`src/rtl/cpkl_pkg.sv`:
```
// ----------------------------------------------------------------------------
// cpkl_pkg: shared types and key logic equations
// Holds the bus sample type, the match address and the next-state
// equations of the eight key bits D8..D15.
// ----------------------------------------------------------------------------
package cpkl_pkg;

  // Address value that triggers the match flag and forces the key to zero.
  localparam logic [7:0] MatchAddress = 8'h75;

  // Key value after a forced clear.
  localparam logic [7:0] KeyZero = 8'h00;

  // One bus sample, address in the lowest bits.
  typedef struct packed {
    logic       upper_strobe;
    logic       rom4_select;
    logic       rom3_select;
    logic [7:0] address;
  } cpkl_item_t;

  // Sum-of-products next-state equations, D8 in bit 0 through D15 in bit 7.
  function automatic logic [7:0] next_key(input logic [7:0] addr, input logic [7:0] k);
    logic a1, a4, a5, m;
    logic d8, d9, d10, d11, d12, d13, d14, d15;
    logic n8, n9, n10, n11, n12, n13, n14, n15;
    a1  = addr[0];
    a4  = addr[3];
    a5  = addr[4];
    m   = (addr == MatchAddress);
    d8  = k[0];
    d9  = k[1];
    d10 = k[2];
    d11 = k[3];
    d12 = k[4];
    d13 = k[5];
    d14 = k[6];
    d15 = k[7];
    n9  = !((a5 & !d13) | (a4 & d15) | (a1 & !d8 & !d15) |
            (a1 & !d10 & !d15) | (a1 & !d12 & !d15) | (a1 & !d15 & !d14) |
            (a1 & d8 & d10 & d12 & d15 & d14) | m);
    n8  = !((a5 & !d14) | (a1 & !d9 & !d14) | (a4 & !d9 & d15) |
            (a4 & !d9 & d13) | (a4 & !d9 & d11) |
            (a4 & d9 & !d11 & !d13 & !d15) | m |
            (a1 & d9 & d8 & d11 & d10 & d13 & d12 & d15 & d14));
    n11 = !((a5 & !d15) | (a1 & !d8 & !d10) | (a1 & !d8 & !d12) |
            (a1 & !d8 & !d14) | (a4 & !d8 & d15) |
            (a1 & d8 & d10 & d12 & d14) | m |
            (a4 & !d9 & d8 & !d11 & !d10 & !d13 & !d12 & !d15 & !d14));
    n10 = !((a5 & !d9) | (a1 & !d11 & !d12) | (a1 & !d11 & !d14) |
            (a4 & !d11 & d15) | (a4 & !d11 & d13) |
            (a4 & d11 & !d13 & !d15) | m |
            (a1 & d8 & d11 & d10 & d13 & d12 & d15 & d14));
    n13 = !((a5 & !d11) | (a1 & !d10 & !d13) | (a1 & !d13 & !d12) |
            (a1 & !d13 & !d14) | (a4 & !d13 & d15) | (a4 & d13 & !d15) |
            (a1 & d8 & d10 & d13 & d12 & d15 & d14) | m);
    n12 = !((a5 & !d10) | (a1 & !d12 & !d14) | (a4 & !d12 & d15) |
            (a4 & d13 & !d12) | (a4 & d11 & !d12) | (a1 & d12 & d14) |
            (a4 & !d9 & !d11 & !d13 & d12 & !d15 & !d14) | m);
    n15 = !((a5 & !d8) | (a1 & !d10 & !d12) | (a1 & !d10 & !d14) |
            (a4 & !d10 & d15) | (a4 & !d10 & d13) | (a1 & d10 & d12 & d14) |
            (a4 & !d9 & !d11 & d10 & !d13 & !d12 & !d15 & !d14) | m);
    n14 = !((a5 & !d12) | (a1 & d14) | (a4 & d15 & !d14) |
            (a4 & d13 & !d14) | (a4 & d11 & !d14) | (a4 & d9 & !d14) |
            (a4 & !d9 & !d11 & !d13 & !d15 & d14) | m);
    return {n15, n14, n13, n12, n11, n10, n9, n8};
  endfunction

endpackage

```
`src/rtl/cpkl_core.sv`:
```
// ----------------------------------------------------------------------------
// cpkl_core: key state and per-sample update
// Tracks the match flag, edge history and key bits, and computes the key
// byte for one bus sample combinationally.
// ----------------------------------------------------------------------------
module cpkl_core (
  input  logic                   clk_i,
  input  logic                   rst_ni,
  input  logic                   step_i,
  input  cpkl_pkg::cpkl_item_t   item_i,
  output logic [7:0]             read_data_o
);
  import cpkl_pkg::*;

  logic       match_q, match_d;
  logic       last_rom4_q;
  logic       last_clk_q;
  logic [7:0] key_q, key_d;
  logic [7:0] key_step;
  logic       data_clk;
  logic       data_clk_rise;

  // Latch the match flag on a rising edge of rom4; it selects the data clock now.
  always_comb begin
    match_d = match_q;
    if (item_i.rom4_select && !last_rom4_q) begin
      match_d = (item_i.address == MatchAddress);
    end
  end

  // Derived data clock and its rising edge.
  assign data_clk      = match_d ? item_i.rom3_select : item_i.upper_strobe;
  assign data_clk_rise = data_clk && !last_clk_q;

  // Step the key on a data clock rise, then apply the conditional clears.
  always_comb begin
    key_step = next_key(item_i.address, key_q);
    if (item_i.rom3_select && match_d) begin
      if (item_i.address[3] && item_i.address[1]) begin
        key_step[1] = 1'b0;
      end
      if (item_i.address[2] && item_i.address[0]) begin
        key_step[0] = 1'b0;
      end
    end
    key_d = data_clk_rise ? key_step : key_q;
  end

  // The key byte is visible only while rom3 is active.
  assign read_data_o = item_i.rom3_select ? key_d : KeyZero;

  // State registers advance once per processed sample.
  always_ff @(posedge clk_i or negedge rst_ni) begin
    if (!rst_ni) begin
      match_q     <= 1'b0;
      last_rom4_q <= 1'b0;
      last_clk_q  <= 1'b0;
      key_q       <= KeyZero;
    end else if (step_i) begin
      match_q     <= match_d;
      last_rom4_q <= item_i.rom4_select;
      last_clk_q  <= data_clk;
      key_q       <= key_d;
    end
  end

endmodule

```
`src/rtl/copy_protection_key_logic_top.sv`:
```
// ----------------------------------------------------------------------------
// copy_protection_key_logic_top: stream wrapper of the copy-protection key
// Each input word is one bus sample (address and three strobes); each output
// word is the key byte seen on the data bus for that sample.
//
// Channels: the slave side takes one bus sample per word, tdata holding the
// address in bits 7:0, rom3 in bit 8, rom4 in bit 9 and the upper data
// strobe in bit 10. The master side returns exactly one word per sample,
// the key byte D8..D15 with D8 in bit 0, or zero when rom3 is inactive.
// A sample is captured in an input register, processed by the key logic and
// written to the output register, where its result word is held until the
// receiver takes it.
// Throughput: one word per cycle while the receiver keeps tready high; the
// key update is a single pass of sum-of-products logic against the key register.
// Reset clears the key, the match flag, the edge history and both stage
// valid flags. When the receiver stalls, the output word holds, the input
// register fills and the slave side then deasserts tready; no word is lost.
// ----------------------------------------------------------------------------
module copy_protection_key_logic_top (
  input  logic        clk_i,
  input  logic        rst_ni,
  input  logic        s_axis_tvalid_i,
  output logic        s_axis_tready_o,
  // address[7:0], rom3_select, rom4_select, upper_strobe, 5'b0 fill
  input  logic [15:0] s_axis_tdata_i,
  output logic        m_axis_tvalid_o,
  input  logic        m_axis_tready_i,
  // read_data[7:0]
  output logic [7:0]  m_axis_tdata_o
);
  import cpkl_pkg::*;

  logic       in_valid_q;
  cpkl_item_t in_item_q;
  logic       out_valid_q;
  logic [7:0] out_data_q;
  logic       out_free;
  logic       step;
  logic       in_load;
  logic [7:0] core_data;

  // Stage handshake: the output register frees when empty or taken.
  assign out_free        = !out_valid_q || m_axis_tready_i;
  assign step            = in_valid_q && out_free;
  assign s_axis_tready_o = !in_valid_q || out_free;
  assign in_load         = s_axis_tvalid_i && s_axis_tready_o;

  // Input register.
  always_ff @(posedge clk_i or negedge rst_ni) begin
    if (!rst_ni) begin
      in_valid_q <= 1'b0;
    end else if (s_axis_tready_o) begin
      in_valid_q <= s_axis_tvalid_i;
    end
  end

  always_ff @(posedge clk_i) begin
    if (in_load) begin
      in_item_q <= s_axis_tdata_i[10:0];
    end
  end

  // Key logic.
  cpkl_core u_core (
    .clk_i       (clk_i),
    .rst_ni      (rst_ni),
    .step_i      (step),
    .item_i      (in_item_q),
    .read_data_o (core_data)
  );

  // Output register.
  always_ff @(posedge clk_i or negedge rst_ni) begin
    if (!rst_ni) begin
      out_valid_q <= 1'b0;
    end else if (out_free) begin
      out_valid_q <= in_valid_q;
    end
  end

  always_ff @(posedge clk_i) begin
    if (step) begin
      out_data_q <= core_data;
    end
  end

  assign m_axis_tvalid_o = out_valid_q;
  assign m_axis_tdata_o  = out_data_q;

endmodule
```
`config.mk`:
```
export PLATFORM = sky130hd
export DESIGN_NAME = copy_protection_key_logic_top
export DESIGN_NICKNAME = d
export VERILOG_FILES = /design/src/rtl/cpkl_pkg.sv /design/src/rtl/cpkl_core.sv /design/src/rtl/copy_protection_key_logic_top.sv
export SDC_FILE = /design/constraint.sdc
export NUM_CORES = 1
export LEC_CHECK = 0
export BUFFER_PORTS_ARGS = -buffer_cell sky130_fd_sc_hd__buf_4
export CORE_ASPECT_RATIO = 1.75
export CORE_MARGIN = 10
export CORE_UTILIZATION = 55
export DETAILED_ROUTE_END_ITERATION = 7
export PLACE_DENSITY = 0.78
export SLEW_MARGIN = 20
export SYNTH_ARGS = -nofsm -noshare
export SYNTH_HDL_FRONTEND = slang
export SYNTH_HIERARCHICAL = 1
export SYNTH_SLANG_ARGS = --single-unit
```
`constraint.sdc`:
```
create_clock -name clk_i -period 4.7 [get_ports clk_i]
set_input_delay 0.705 -clock clk_i [delete_from_list [all_inputs] [get_ports clk_i]]
set_output_delay 0.705 -clock clk_i [all_outputs]
set_load 0.005 [all_outputs]
```
== Yosys cells after proc, flatten, opt, wreduce, memory -nomap -nowiden ==
Cells that the tools add are included.
Operators by class
  equality and inequality tests: 1
  multiplexer cells: 6
  bitwise gates (word level): 168
  reductions and logical operators: 29
Operator list (number)
  AND 1 bit: 112
  OR 1 bit: 56
  logical NOT 1 bit: 20
  == test 8 x 7 -> 1 bit (second input constant): 1
  2-to-1 mux 8 bit: 1
  logical AND 1 bit: 7
  2-to-1 mux 1 bit: 4
  logical OR 1 bit: 2
  2-to-1 mux 2 bit: 1
Word-level totals
  bits in registers: 32
  input bits: 20
  output and inout bits: 10
  logic and storage cells: 215

== Logic depth before layout (Yosys ltp) ==
Gate-level depths: netlist of the first run.
  depth in word-level cells: 14
  gate-level depth with buffers: 8
  gate-level depth less buffers: 7

== Cells and area by module ==
The synthesis of the first run kept the hierarchy.
By module, submodules not included
  cpkl_core: times used 1, cells each 131, area each 1133.6 µm², seq. area each 275.3 µm²
  copy_protection_key_logic_top: times used 1, cells each 27, area each 674.4 µm², seq. area each 620.6 µm²

== Worst setup path after synthesis of the first run ==
Ideal clock, no wire load.
  path type: input to register
  from: input m_axis_tready_i
  to: register u_core.key_q[3]
  arrival time: 2.442 ns
  required time: 4.575 ns
  slack: 2.133 ns
  stages on the path: 7
  path buffers: 1
  cells stage by stage: nand2b_1 > and2_1 > nor4bb_1 > nor4b_1 > a211o_1 > buf_2 > mux2_4
On the way
  cells in the longest elaborated chain, start to end: 2
Ends and longest elaborated chain
  from (decl): RTL line copy_protection_key_logic_top.sv:27  | input logic m_axis_tready_i,
  logical OR 1 bit: RTL line copy_protection_key_logic_top.sv:43  | assign out_free = !out_valid_q || m_axis_tready_i;
  logical AND 1 bit: RTL line copy_protection_key_logic_top.sv:44  | assign step = in_valid_q && out_free;
  net step: RTL line copy_protection_key_logic_top.sv:38  | logic step;
  to (signal assigned): RTL line cpkl_core.sv:58  | key_q <= KeyZero;
  to (signal assigned): RTL line cpkl_core.sv:63  | key_q <= key_d;
  to (decl): RTL line cpkl_core.sv:18  | logic [7:0] key_q, key_d;
The timed path passes the listed nets, and every way through them passes these cells.
A chain may end at the register's enable or synchronous reset.

== Worst setup path after layout of the first run ==
  from: register in_item_q[3] in the netlist's numbering
  to: register out_data_q[2], in the netlist m_axis_tdata_o[2], data pin
On the way
  cells in the longest elaborated chain, start to end: 9
  elaborated cells between the ends (all ways): 17
  those cells by class: eq/ne: 1; mux: 3; bitwise: 11; reduce/logical: 2
Ends and longest elaborated chain
  from (decl): RTL line copy_protection_key_logic_top.sv:34  | cpkl_item_t in_item_q;
  from (signal assigned): RTL line copy_protection_key_logic_top.sv:59  | in_item_q <= s_axis_tdata_i[10:0];
  AND 1 bit (2 in series): RTL line cpkl_pkg.sv:51  | (a4 & !d11 & d15) | (a4 & !d11 & d13) |
  OR 1 bit: RTL line cpkl_pkg.sv:50  | n10 = !((a5 & !d9) | (a1 & !d11 & !d12) | (a1 & !d11 & !d14) |
  OR 1 bit (2 in series): RTL line cpkl_pkg.sv:51
  OR 1 bit (2 in series): RTL line cpkl_pkg.sv:52  | (a4 & d11 & !d13 & !d15) | m |
  logical NOT 1 bit: RTL line cpkl_pkg.sv:50
  2-to-1 mux 8 bit (*): RTL line cpkl_core.sv:46  | key_d = data_clk_rise ? key_step : key_q;
  to (signal assigned): RTL line copy_protection_key_logic_top.sv:83  | out_data_q <= core_data;
  to (decl): RTL line copy_protection_key_logic_top.sv:36  | logic [7:0] out_data_q;
Every way passes the cells marked *; elsewhere a longest branch is shown, timed or not.

==> results of run 1 <==
==> logic make-up after synthesis <==
group | count (synthesis) | share of synthesized area
mux | 11 | 0.0657
compound gates | 41 | 0.179
buf+inv | 19 | 0.0574
xor+xnor | 2 | 0.00969
simple gates | 53 | 0.193
flops | 32 | 0.496
==> Yosys cell counts (2+ instances only) <==
master / count / share of area
sky130_fd_sc_hd__buf_6: 3 / 0.019
sky130_fd_sc_hd__buf_2: 5 / 0.014
sky130_fd_sc_hd__o211ai_1: 3 / 0.012
sky130_fd_sc_hd__mux2_2: 2 / 0.012
sky130_fd_sc_hd__o41ai_1: 2 / 0.0097
sky130_fd_sc_hd__a22o_1: 2 / 0.0097
sky130_fd_sc_hd__nand2b_1: 4 / 0.014
sky130_fd_sc_hd__nand3_1: 3 / 0.0083
sky130_fd_sc_hd__nor2_1: 10 / 0.021
sky130_fd_sc_hd__clkbuf_1: 3 / 0.0062
sky130_fd_sc_hd__edfxtp_1: 19 / 0.32
sky130_fd_sc_hd__mux2i_1: 7 / 0.039
sky130_fd_sc_hd__o32ai_1: 2 / 0.0097
sky130_fd_sc_hd__o221a_1: 3 / 0.019
sky130_fd_sc_hd__nor4b_1: 2 / 0.0097
sky130_fd_sc_hd__o21ai_0: 5 / 0.014
sky130_fd_sc_hd__and2_1: 2 / 0.0069
sky130_fd_sc_hd__nand4_1: 3 / 0.010
sky130_fd_sc_hd__nand2_1: 9 / 0.019
sky130_fd_sc_hd__nor2b_1: 3 / 0.010
sky130_fd_sc_hd__dfrtp_1: 13 / 0.18
sky130_fd_sc_hd__nor3_1: 2 / 0.0055
sky130_fd_sc_hd__a21oi_1: 8 / 0.022
sky130_fd_sc_hd__a221oi_1: 2 / 0.0097
sky130_fd_sc_hd__inv_1: 7 / 0.015
sky130_fd_sc_hd__nand3b_1: 2 / 0.0083
sky130_fd_sc_hd__o21ai_1: 3 / 0.0083
==> final timing paths <==
path                         startpoint           endpoint  slack (ps)  depth (start not counted)
max                        in_item_q[3]  m_axis_tdata_o[2]        1890                          5
min                              rst_ni    u_core/key_q[6]         260                          1
max reg2reg                in_item_q[3]  m_axis_tdata_o[2]        1890                          5
min reg2reg                  in_valid_q    m_axis_tvalid_o         540                          1
max in group asynchronous        rst_ni    u_core/key_q[0]        4270                          1
min in group clk_i           in_valid_q    m_axis_tvalid_o         540                          1
==> cells in the final DEF (no fill, tap or decap), types with 3 or more instances in the layout <==
cell type,Yosys,final
sky130_fd_sc_hd__inv_1,7,7
sky130_fd_sc_hd__o21ai_0,5,5
sky130_fd_sc_hd__nand2_1,9,9
sky130_fd_sc_hd__o221a_1,3,3
sky130_fd_sc_hd__mux2i_1,7,7
sky130_fd_sc_hd__nor2b_1,3,3
sky130_fd_sc_hd__nand4_1,3,3
sky130_fd_sc_hd__a21oi_1,8,8
sky130_fd_sc_hd__nand3_1,3,3
sky130_fd_sc_hd__edfxtp_1,19,19
sky130_fd_sc_hd__clkbuf_8,0,5
sky130_fd_sc_hd__o211ai_1,3,3
sky130_fd_sc_hd__o21ai_1,3,3
sky130_fd_sc_hd__dfrtp_1,13,13
sky130_fd_sc_hd__nand2b_1,4,4
sky130_fd_sc_hd__nor2_1,10,10
sky130_fd_sc_hd__buf_4,1,24
==> area by class of cell <==
type	instances	area, um2
flip-flops and latches	32	896
well taps	43	53.8
fillers	258	1090
repair buffers	24	180
multi-input cells	107	808
inverters	7	26.3
clock inverters	2	12.5
clock buffers	6	72.6
==> per-stage QoR <==
stage               utilization  worst slack, ps
floorplan                     -             2130
global placement          0.625             1680
detailed placement        0.625             1610
CTS                       0.652             1910
global route              0.652             1680
finish                    0.652             1890
==> per-layer routing <==
| metal | track usage | part of all wire | up-vias |
|---|---|---|---|
| met5 | 0 | 0 | - |
| met4 | 0.0659 | 0.033 | 0 |
| met3 | 0.0419 | 0.060 | 16 |
| met2 | 0.269 | 0.55 | 56 |
| met1 | 0.150 | 0.36 | 675 |
| li1 | - | - | 633 |
==> state kept, by name, indices dropped and copies added, names as in the netlist <==
register and flops:
m_axis_tdata_o 8, u_core/last_clk_q 1, u_core/last_rom4_q 1, u_core/match_q 1
in_item_q 11, in_valid_q 1, u_core/key_q 8, m_axis_tvalid_o 1
==> where the power goes <==
| part | switching, W | internal [W] | total (W) | leakage [nW] |
|---|---|---|---|---|
| logic | 0.000159 | 0.000152 | 0.000311 | 0.436 |
| clock network | 0.0000954 | 0.000103 | 0.000199 | 0.0412 |
| registers | 0.000100 | 0.000363 | 0.000463 | 0.340 |
==> worst max-delay path: cells and delay by family (launching register included) <==
family	cells	cell delay, ps
simple gates	3	900
mux	1	390
compound gates	1	710
flops	1	550
==> reports/metrics.yaml, run 1 <==
count_of_hold_fix_buffers_inserted_at_cts: 0
fin_worst_hold_slack_ps: 256
grt_antenna_before_repair: 0
tritoncts_clock_tree: "yes"
syn-cell-area_um2: 1810
synth_nets: 178
core_area_um2: 3140
timing.slew.headroom: 0.478
drt-wirelength-per-cell_um: 18.5
placed_area_um2: 1960
endpoint_kind: "flip-flop"
critPathSlowestCell: "sky130_fd_sc_hd__a311oi_4"
route.antenna.remaining_nets: 0
avgSynthCellArea_um2: 11.4
syn2layout_area_growth_pct: 13.4
postSynthRegisterBits: 32
dr.pass1.iters: 5
drt-initial-drc-count: 63
max-vdd-ir-drop_mv: 0.332
routabilityCongestion: 0.932
dieArea_um2: 6070
layout-drive-gt1-share: 0.253
cts.repair_timing.setup_buffer_count: 0
critical_path.max_stage_delay_ps: 710
timing.critical_path.cells: "nand4bb_2 -> or2_1 -> a311oi_4 -> mux2i_1 -> nor2_1"
report.final.slew_viol_count: 0
period_share: 0.599
critical_path_arrival_ps: 2840
synth_enable_flop_cells: 19
timing_worst_setup_path_type: "flip-flop to flip-flop"
via_count_of_the_first_global_routing_pass: 1471
total_length_of_routed_wires_um: 4080
post_cts.resized_instances: 0
diodes: 0
ys_async_sr_fraction: 0.406
synth.yosys.warnings: 6
final_cell_area_um2: 2050
tns_ps: 0
worst_slew_pin_slew_ps: 764
cp_data_required_time_ps: 4720
finalWorstPathRequiredPeriod_ps: 2810
num_vias: 1380
cts_h_tree_depth: 2
path_max_fanout: 13
rows: 27
dp.cells: 213
drcViolationCount: 0
grt_max_degree: 15
synth.distinct_cells: 56
vert_die_dim_um: 95.8
max_cap_viol_count: 0
cts_num_sinks: 32
synthesized_instance_count: 158
setup_viol: 0
cts.path.max_buffers: 2
p_leak_nw: 0.818
clock_latency_ps: 280
cts_inserted_buffers: 5
worst_clk_skew_ps: 6.96
grt_first_pass_wirelength_um: 7110
synthFlopType: "sky130_fd_sc_hd__edfxtp_1"
start_util: 0.575
grt_remaining_overflow: 0
place_hpwl_um: 3030
gr-usage-all-layers: 0.146
p_per_area_nw_per_um2: 474
clk_root_buffer_cell: "sky130_fd_sc_hd__clkbuf_8"
yosysSeqAreaShare: 0.496
final_cells: 221
worst_setup_path_start_kind: "flip-flop"
nets: 197
hold_path_class: "input port to asynchronous set/reset pin"
total_power_w: 0.000972
num_io_pins: 30
hold_viol_final: 0
io_port_bufs: 24
clk_pin_slew_worst_paths_ps: 70
result_of_the_run: "complete, no violations"
fmax_ghz: 0.355
grt_setup_unrepaired: "no"
die_width_um: 63.3
vias_per_cell: 6.24
No activity file was read; power rests on OpenSTA's default activity.
==> run 2: changes to the inputs <==
==> constraint.sdc (replaced) <==
create_clock -name clk_i -period 2.85 [get_ports clk_i]
set_input_delay 0.4275 -clock clk_i [delete_from_list [all_inputs] [get_ports clk_i]]
set_output_delay 0.4275 -clock clk_i [all_outputs]
set_load 0.005 [all_outputs]
==> run 2 against run 1 <==
Against the previous run:
- wire length grew 0.81%
- clock power grew 67%
- via count rose by 1.7%
- sequential share of layout area fell by 0.66 points
- register-to-register slack got worse by 1400 ps
- fmax grew 17%
- global-route usage is 0.22 points higher
- critical endpoint unchanged
- cell count grew 1.8%
- highest routed layer unchanged
- critical path depth increased by 1
- count of clock-buffer cells in the layout is the same
- setup slack got worse by 1400 ps
- largest cell class unchanged
- power increased by 65%
==> reports/metrics.yaml, run 2 (synthesized netlist as in run 1, its figures left out) <==
result_of_the_run: "complete, no violations"
timing.critical_path.cells: "nand4bb_2 -> or2_1 -> a311oi_4 -> buf_4 -> mux2i_1 -> nor2_1"
max-vdd-ir-drop_mv: 0.514  # +55%
num_io_pins: 30  # unchanged
clockPowerShare: 0.207  # +0.003
intPower_w: 0.00102  # +66%
clock_latency_ps: 290  # about the same
drt-wirelength-per-cell_um: 18.3  # -0.98%
layout.cells.most_common_list: "sky130_fd_sc_hd__buf_4, sky130_fd_sc_hd__edfxtp_1, sky130_fd_sc_hd__dfrtp_1, sky130_fd_sc_hd__nor2_1, sky130_fd_sc_hd__nand2_1"
report.final.slew_viol_count: 0  # unchanged
drt-initial-drc-count: 73  # +16%
critical_path.max_stage_delay_ps: 550  # -160 ps
start_util: 0.575  # unchanged
cts_inserted_buffers: 5  # unchanged
nets: 201  # +2.0%
path_max_fanout: 13  # unchanged
largest_reg_flops: 11  # unchanged
top_register: "in_item_q"
diodes: 0  # unchanged
clk_root_buffer_cell: "sky130_fd_sc_hd__clkbuf_8"
setup_viol: 0  # unchanged
fmax_ghz: 0.416  # +17%
hold_viol_final: 0  # unchanged
gr-usage-all-layers: 0.148  # +0.00220
n_fill_cell: 259  # +0.39%
most_frequent_standard_cell_in_the_layout_excluding_fill_and_tap_cells: "sky130_fd_sc_hd__buf_4"
clk_pin_slew_worst_paths_ps: 60  # about the same
die_width_um: 63.3  # unchanged
worst_clk_skew_ps: 4.08  # -2.88 ps
vert_die_dim_um: 95.8  # unchanged
combinationalPowerShare: 0.316  # -0.004
place_hpwl_um: 3100  # +2.4%
cts.repair_timing.setup_buffer_count: 0  # unchanged
p_leak_nw: 0.834  # +2.0%
max_cap_viol_count: 0  # unchanged
critPathSlowestCell: "sky130_fd_sc_hd__edfxtp_1"
p_sw_w: 0.000582  # +64%
grt_setup_unrepaired: "no"
vias_per_cell: 6.24  # -0.14%
critical_path_arrival_ps: 2440  # -400 ps
route.antenna.remaining_nets: 0  # unchanged
via_count_of_the_first_global_routing_pass: 1509  # +2.6%
period_share: 0.843  # +0.244
layout-drive-gt1-share: 0.258  # +0.00543
num_vias: 1403  # +1.7%
hold_path_class: "input port to flip-flop"
endpoint_kind: "flip-flop"
seq_power_share: 0.477  # about the same
power.share.switching: 0.362  # -0.00202
worst_setup_path_start_kind: "flip-flop"
syn2layout_area_growth_pct: 15.1
final_cells: 225  # +1.8%
cts_num_sinks: 32  # unchanged
grt_remaining_overflow: 0  # unchanged
tns_ps: 0  # unchanged
crit_buf_inv: 1  # +1
smallest_setup_slack_after_layout_ps: 446  # -1440 ps
p_per_area_nw_per_um2: 771  # +63%
grt_antenna_before_repair: 0  # unchanged
dp.cells: 216  # +1.4%
timing.slew.headroom: 0.390  # -0.0883
path_delay_family: "simple AND/OR/NAND/NOR gates"
drcViolationCount: 0  # unchanged
io_port_bufs: 24  # unchanged
total_length_of_routed_wires_um: 4110  # +0.81%
tritoncts_clock_tree: "yes"
post_cts.resized_instances: 0  # unchanged
dieArea_um2: 6070  # unchanged
cts_h_tree_depth: 2  # unchanged
core_area_um2: 3140  # unchanged
place_ws_ps: 406  # -1200 ps
worst_slew_pin_slew_ps: 893  # +129 ps
timing_worst_setup_path_type: "flip-flop to flip-flop"
routabilityCongestion: 0.949  # +1.8%
cts.path.max_buffers: 2  # unchanged
dr.pass1.iters: 4  # -1
grt_first_pass_wirelength_um: 7200  # +1.3%
cp_data_required_time_ps: 2890  # -1830 ps
rows: 27  # unchanged
grt_max_degree: 14  # -1
finalWorstPathRequiredPeriod_ps: 2400  # -411 ps
==> run 2: cell types whose count changed in the layout (fill, tap and decap cells not counted), sizes merged <==
cell and delta:
buf +3, dlygate4sd3 +1
==> run 2: layout make-up <==
cell class / count / area (um2) / share of cell area
Sequential cell: 32 / 896 / 0.431
Multi-Input combinational cell: 107 / 808 / 0.388
Timing Repair Buffer: 28 / 213 / 0.102
Clock buffer: 6 / 72.6 / 0.0349
Tap cell: 43 / 53.8 / 0.0259
Inverter: 7 / 26.3 / 0.0126
Clock inverter: 2 / 11.3 / 0.00541
==> run 2: final timing paths <==
path	endpoint	start	cells after the start	slack, ps
hold reg to reg	u_core/last_rom4_q	in_item_q[9]	1	550
setup reg to reg	m_axis_tdata_o[2]	in_item_q[0]	6	450
setup / recovery	m_axis_tdata_o[2]	in_item_q[0]	6	450
hold / removal	in_item_q[8]	s_axis_tdata_i[8]	1	310
max in group asynchronous	u_core/key_q[3]	rst_ni	2	2140
min in group asynchronous	u_core/key_q[5]	rst_ni	2	540
==> run 2: what timing repair did <==
action | in CTS | in global routing
hold buffers | 1 | 0
endpoints found under the hold margin | 13 | 0
setup endpoints to repair | 0 | 0
==> run 2: per-layer routing <==
metal  global-route usage  up-vias  wire (um)
met4                0.110        0        212
met3               0.0558       24        318
met5                    0        -          0
met2                0.261       65       2210
met1                0.138      673       1370
li1                     -      641          -
==> run 2: metrics by stage <==
stage	util	total power (W)	hold WS, ps	instance area [um2]
floorplan	-	0.00113	132	1810
global placement	0.632	0.00123	287	1990
detailed placement	0.632	0.00126	292	1990
CTS	0.662	0.00160	302	2080
global route	0.662	0.00172	295	2080
finish	0.662	0.00161	313	2080
==> run 2: power groups by stage <==
| stage | clock network (W) | logic [W] | registers (W) |
|---|---|---|---|
| finish | 0.000332 | 0.000508 | 0.000765 |
| global route | 0.000368 | 0.000573 | 0.000783 |
| CTS | 0.000342 | 0.000503 | 0.000757 |
| detailed placement | 0 | 0.000500 | 0.000764 |
| global placement | 0 | 0.000475 | 0.000755 |
| floorplan | 0 | 0.000473 | 0.000661 |
==> run 3: changes to the inputs <==
--- a/config.mk
+++ b/config.mk
@@ -8,9 +8,9 @@
 export BUFFER_PORTS_ARGS = -buffer_cell sky130_fd_sc_hd__buf_4
 export CORE_ASPECT_RATIO = 1.75
 export CORE_MARGIN = 10
-export CORE_UTILIZATION = 55
+export CORE_UTILIZATION = 50
 export DETAILED_ROUTE_END_ITERATION = 7
-export PLACE_DENSITY = 0.78
+export PLACE_DENSITY = 0.75
 export SLEW_MARGIN = 20
 export SYNTH_ARGS = -nofsm -noshare
 export SYNTH_HDL_FRONTEND = slang
==> constraint.sdc (replaced) <==
create_clock -name clk_i -period 2.2 [get_ports clk_i]
set_input_delay 0.33 -clock clk_i [delete_from_list [all_inputs] [get_ports clk_i]]
set_output_delay 0.33 -clock clk_i [all_outputs]
set_load 0.005 [all_outputs]
==> run 3 against run 2 <==
Against the previous run:
- hold slack got worse by 88 ps
- final area increased by 9.6%
- count of clock-buffer cells in the layout is the same
- fmax rose by 16%
- clock skew grew 2.3 ps
- combinational power increased by 81%
- sequential share of layout area decreased by 3.8 points
- critical path type unchanged
- critical endpoint is now u_core/key_q[5]
- largest cell class unchanged
==> reports/metrics.yaml, run 3 (synthesized netlist as in run 1, its figures left out) <==
route.antenna.remaining_nets: 0  # unchanged
die_width_um: 65.5  # +3.3%
grt_remaining_overflow: 0  # unchanged
io_port_bufs: 24  # unchanged
placed_area_um2: 2120  # +6.9%
drcViolationCount: 0  # unchanged
largest_reg_flops: 11  # unchanged
cts_num_sinks: 32  # unchanged
drt-initial-drc-count: 69  # -5.5%
vias_per_cell: 5.81  # -6.9%
report.final.slew_viol_count: 0  # unchanged
hold_viol_final: 0  # unchanged
cts.repair_timing.setup_buffer_count: 0  # unchanged
via_count_of_the_first_global_routing_pass: 1479  # -2.0%
layout.cells.most_common_list: "sky130_fd_sc_hd__buf_4, sky130_fd_sc_hd__edfxtp_1, sky130_fd_sc_hd__dfrtp_1, sky130_fd_sc_hd__nor2_1, sky130_fd_sc_hd__nand2_1"
hold_path_class: "input port to flip-flop"
vert_die_dim_um: 99.6  # +3.9%
clk_pin_slew_worst_paths_ps: 60  # about the same
dr.pass1.iters: 4  # unchanged
setup_viol: 0  # unchanged
worst_clk_skew_ps: 6.38  # +2.30 ps
grt_antenna_before_repair: 0  # unchanged
p_leak_nw: 0.941  # +13%
rows: 28  # +3.7%
reg2regPathDepth: 8  # +2
final_cell_area_um2: 2280  # +9.6%
diodes: 0  # unchanged
routabilityCongestion: 0.960  # +1.1%
max_cap_viol_count: 0  # unchanged
most_frequent_standard_cell_in_the_layout_excluding_fill_and_tap_cells: "sky130_fd_sc_hd__buf_4"
top_register: "in_item_q"
grt_max_degree: 14  # unchanged
timing_worst_setup_path_type: "flip-flop to flip-flop"
clk_root_buffer_cell: "sky130_fd_sc_hd__clkbuf_8"
gr-usage-all-layers: 0.137  # -0.0114
cts_h_tree_depth: 2  # unchanged
timing.slew.headroom: 0.673  # +0.283
result_of_the_run: "complete, no violations"
path_max_fanout: 9  # -4
syn2layout_area_growth_pct: 26.1
grt_setup_unrepaired: "yes"
nets: 217  # +8.0%
period_share: 0.940  # +0.0963
finalWorstPathRequiredPeriod_ps: 2070  # -336 ps
worst_setup_path_start_kind: "flip-flop"
fmax_ghz: 0.484  # +16%
clock_latency_ps: 280  # about the same
num_vias: 1411  # +0.57%
dieArea_um2: 6520  # +7.3%
num_io_pins: 30  # unchanged
fin_worst_hold_slack_ps: 225  # -88.0 ps
total_length_of_routed_wires_um: 4290  # +4.2%
start_util: 0.527  # -0.0489
total_power_w: 0.00235  # +46%
grt_first_pass_wirelength_um: 7020  # -2.4%
critical_path_arrival_ps: 2240  # -200 ps
hold_path_depth: 1  # unchanged
drt-wirelength-per-cell_um: 17.6  # -3.5%
worst_slew_pin_slew_ps: 486  # -406 ps
p_per_area_nw_per_um2: 1030  # +34%
place_hpwl_um: 3290  # +6.2%
cp_data_required_time_ps: 2370  # -520 ps
layout-drive-gt1-share: 0.343  # +0.0852
cts_inserted_buffers: 5  # unchanged
cts.path.max_buffers: 2  # unchanged
max-vdd-ir-drop_mv: 0.630  # +23%
smallest_setup_slack_after_layout_ps: 133  # -314 ps
tritoncts_clock_tree: "yes"
endpoint_kind: "flip-flop"
place_ws_ps: 43.6  # -362 ps
core_area_um2: 3430  # +9.3%
[run 3: worst paths after layout]
check                                    from  slack [ps]               to
max in group asynchronous              rst_ni        1590   u_core/match_q
hold reg to reg                    in_valid_q         550  m_axis_tvalid_o
min in group asynchronous              rst_ni         440  u_core/key_q[1]
setup reg to reg              m_axis_tvalid_o         130  u_core/key_q[5]
hold / removal             s_axis_tdata_i[10]         230    in_item_q[10]
setup / recovery              m_axis_tvalid_o         130  u_core/key_q[5]
[run 3: area by class of cell]
type / instances / area (um2)
Fill cell: 286 / 1150
Sequential cell: 32 / 896
Multi-Input combinational cell: 107 / 840
Timing Repair Buffer: 44 / 345
Clock buffer: 6 / 82.6
Tap cell: 45 / 56.3
Clock inverter: 2 / 33.8
Inverter: 7 / 26.3
[run 3: metrics by stage]
| step | util | instances | setup TNS (ps) |
|---|---|---|---|
| 4_1_cts | 0.655 | 243 | 0 |
| 6_report | 0.664 | 243 | 0 |
| 2_1_floorplan | - | 158 | 0 |
| 3_5_place_dp | 0.618 | 234 | 0 |
| 5_1_grt | 0.664 | 243 | -17.3 |
| 3_3_place_gp | 0.618 | 234 | 0 |
[run 3: metal layers]
metal	part of all wire	track usage	wire (um)	up-vias
li1	-	-	-	673
met1	0.36	0.138	1530	673
met2	0.54	0.245	2320	50
met3	0.060	0.0371	256	15
met4	0.041	0.0728	177	0
met5	0	0	0	-
[run 3: critical path: stages, from the launching register on]
cell                       delay, ps
sky130_fd_sc_hd__dfrtp_1         420
sky130_fd_sc_hd__nand2b_1        100
sky130_fd_sc_hd__and2_2          150
sky130_fd_sc_hd__nor4bb_2        330
sky130_fd_sc_hd__nor4b_2         270
sky130_fd_sc_hd__a211o_1         230
sky130_fd_sc_hd__buf_4           200
sky130_fd_sc_hd__o21ai_1          80
sky130_fd_sc_hd__a22o_1          180
[run 3: power breakdown]
part	total (W)	switching, W	internal (W)	leakage, nW
logic	0.000920	0.000476	0.000444	0.541
registers	0.000863	0.0000867	0.000777	0.340
clock network	0.000565	0.000201	0.000364	0.0588
total	0.00235	0.000764	0.00159	0.941
[run 3: repair_timing]
action,CTS,global route
hold endpoints to repair,13,0
hold buffers,1,0
gates resized for setup,0,4
endpoints found under the setup margin,0,8
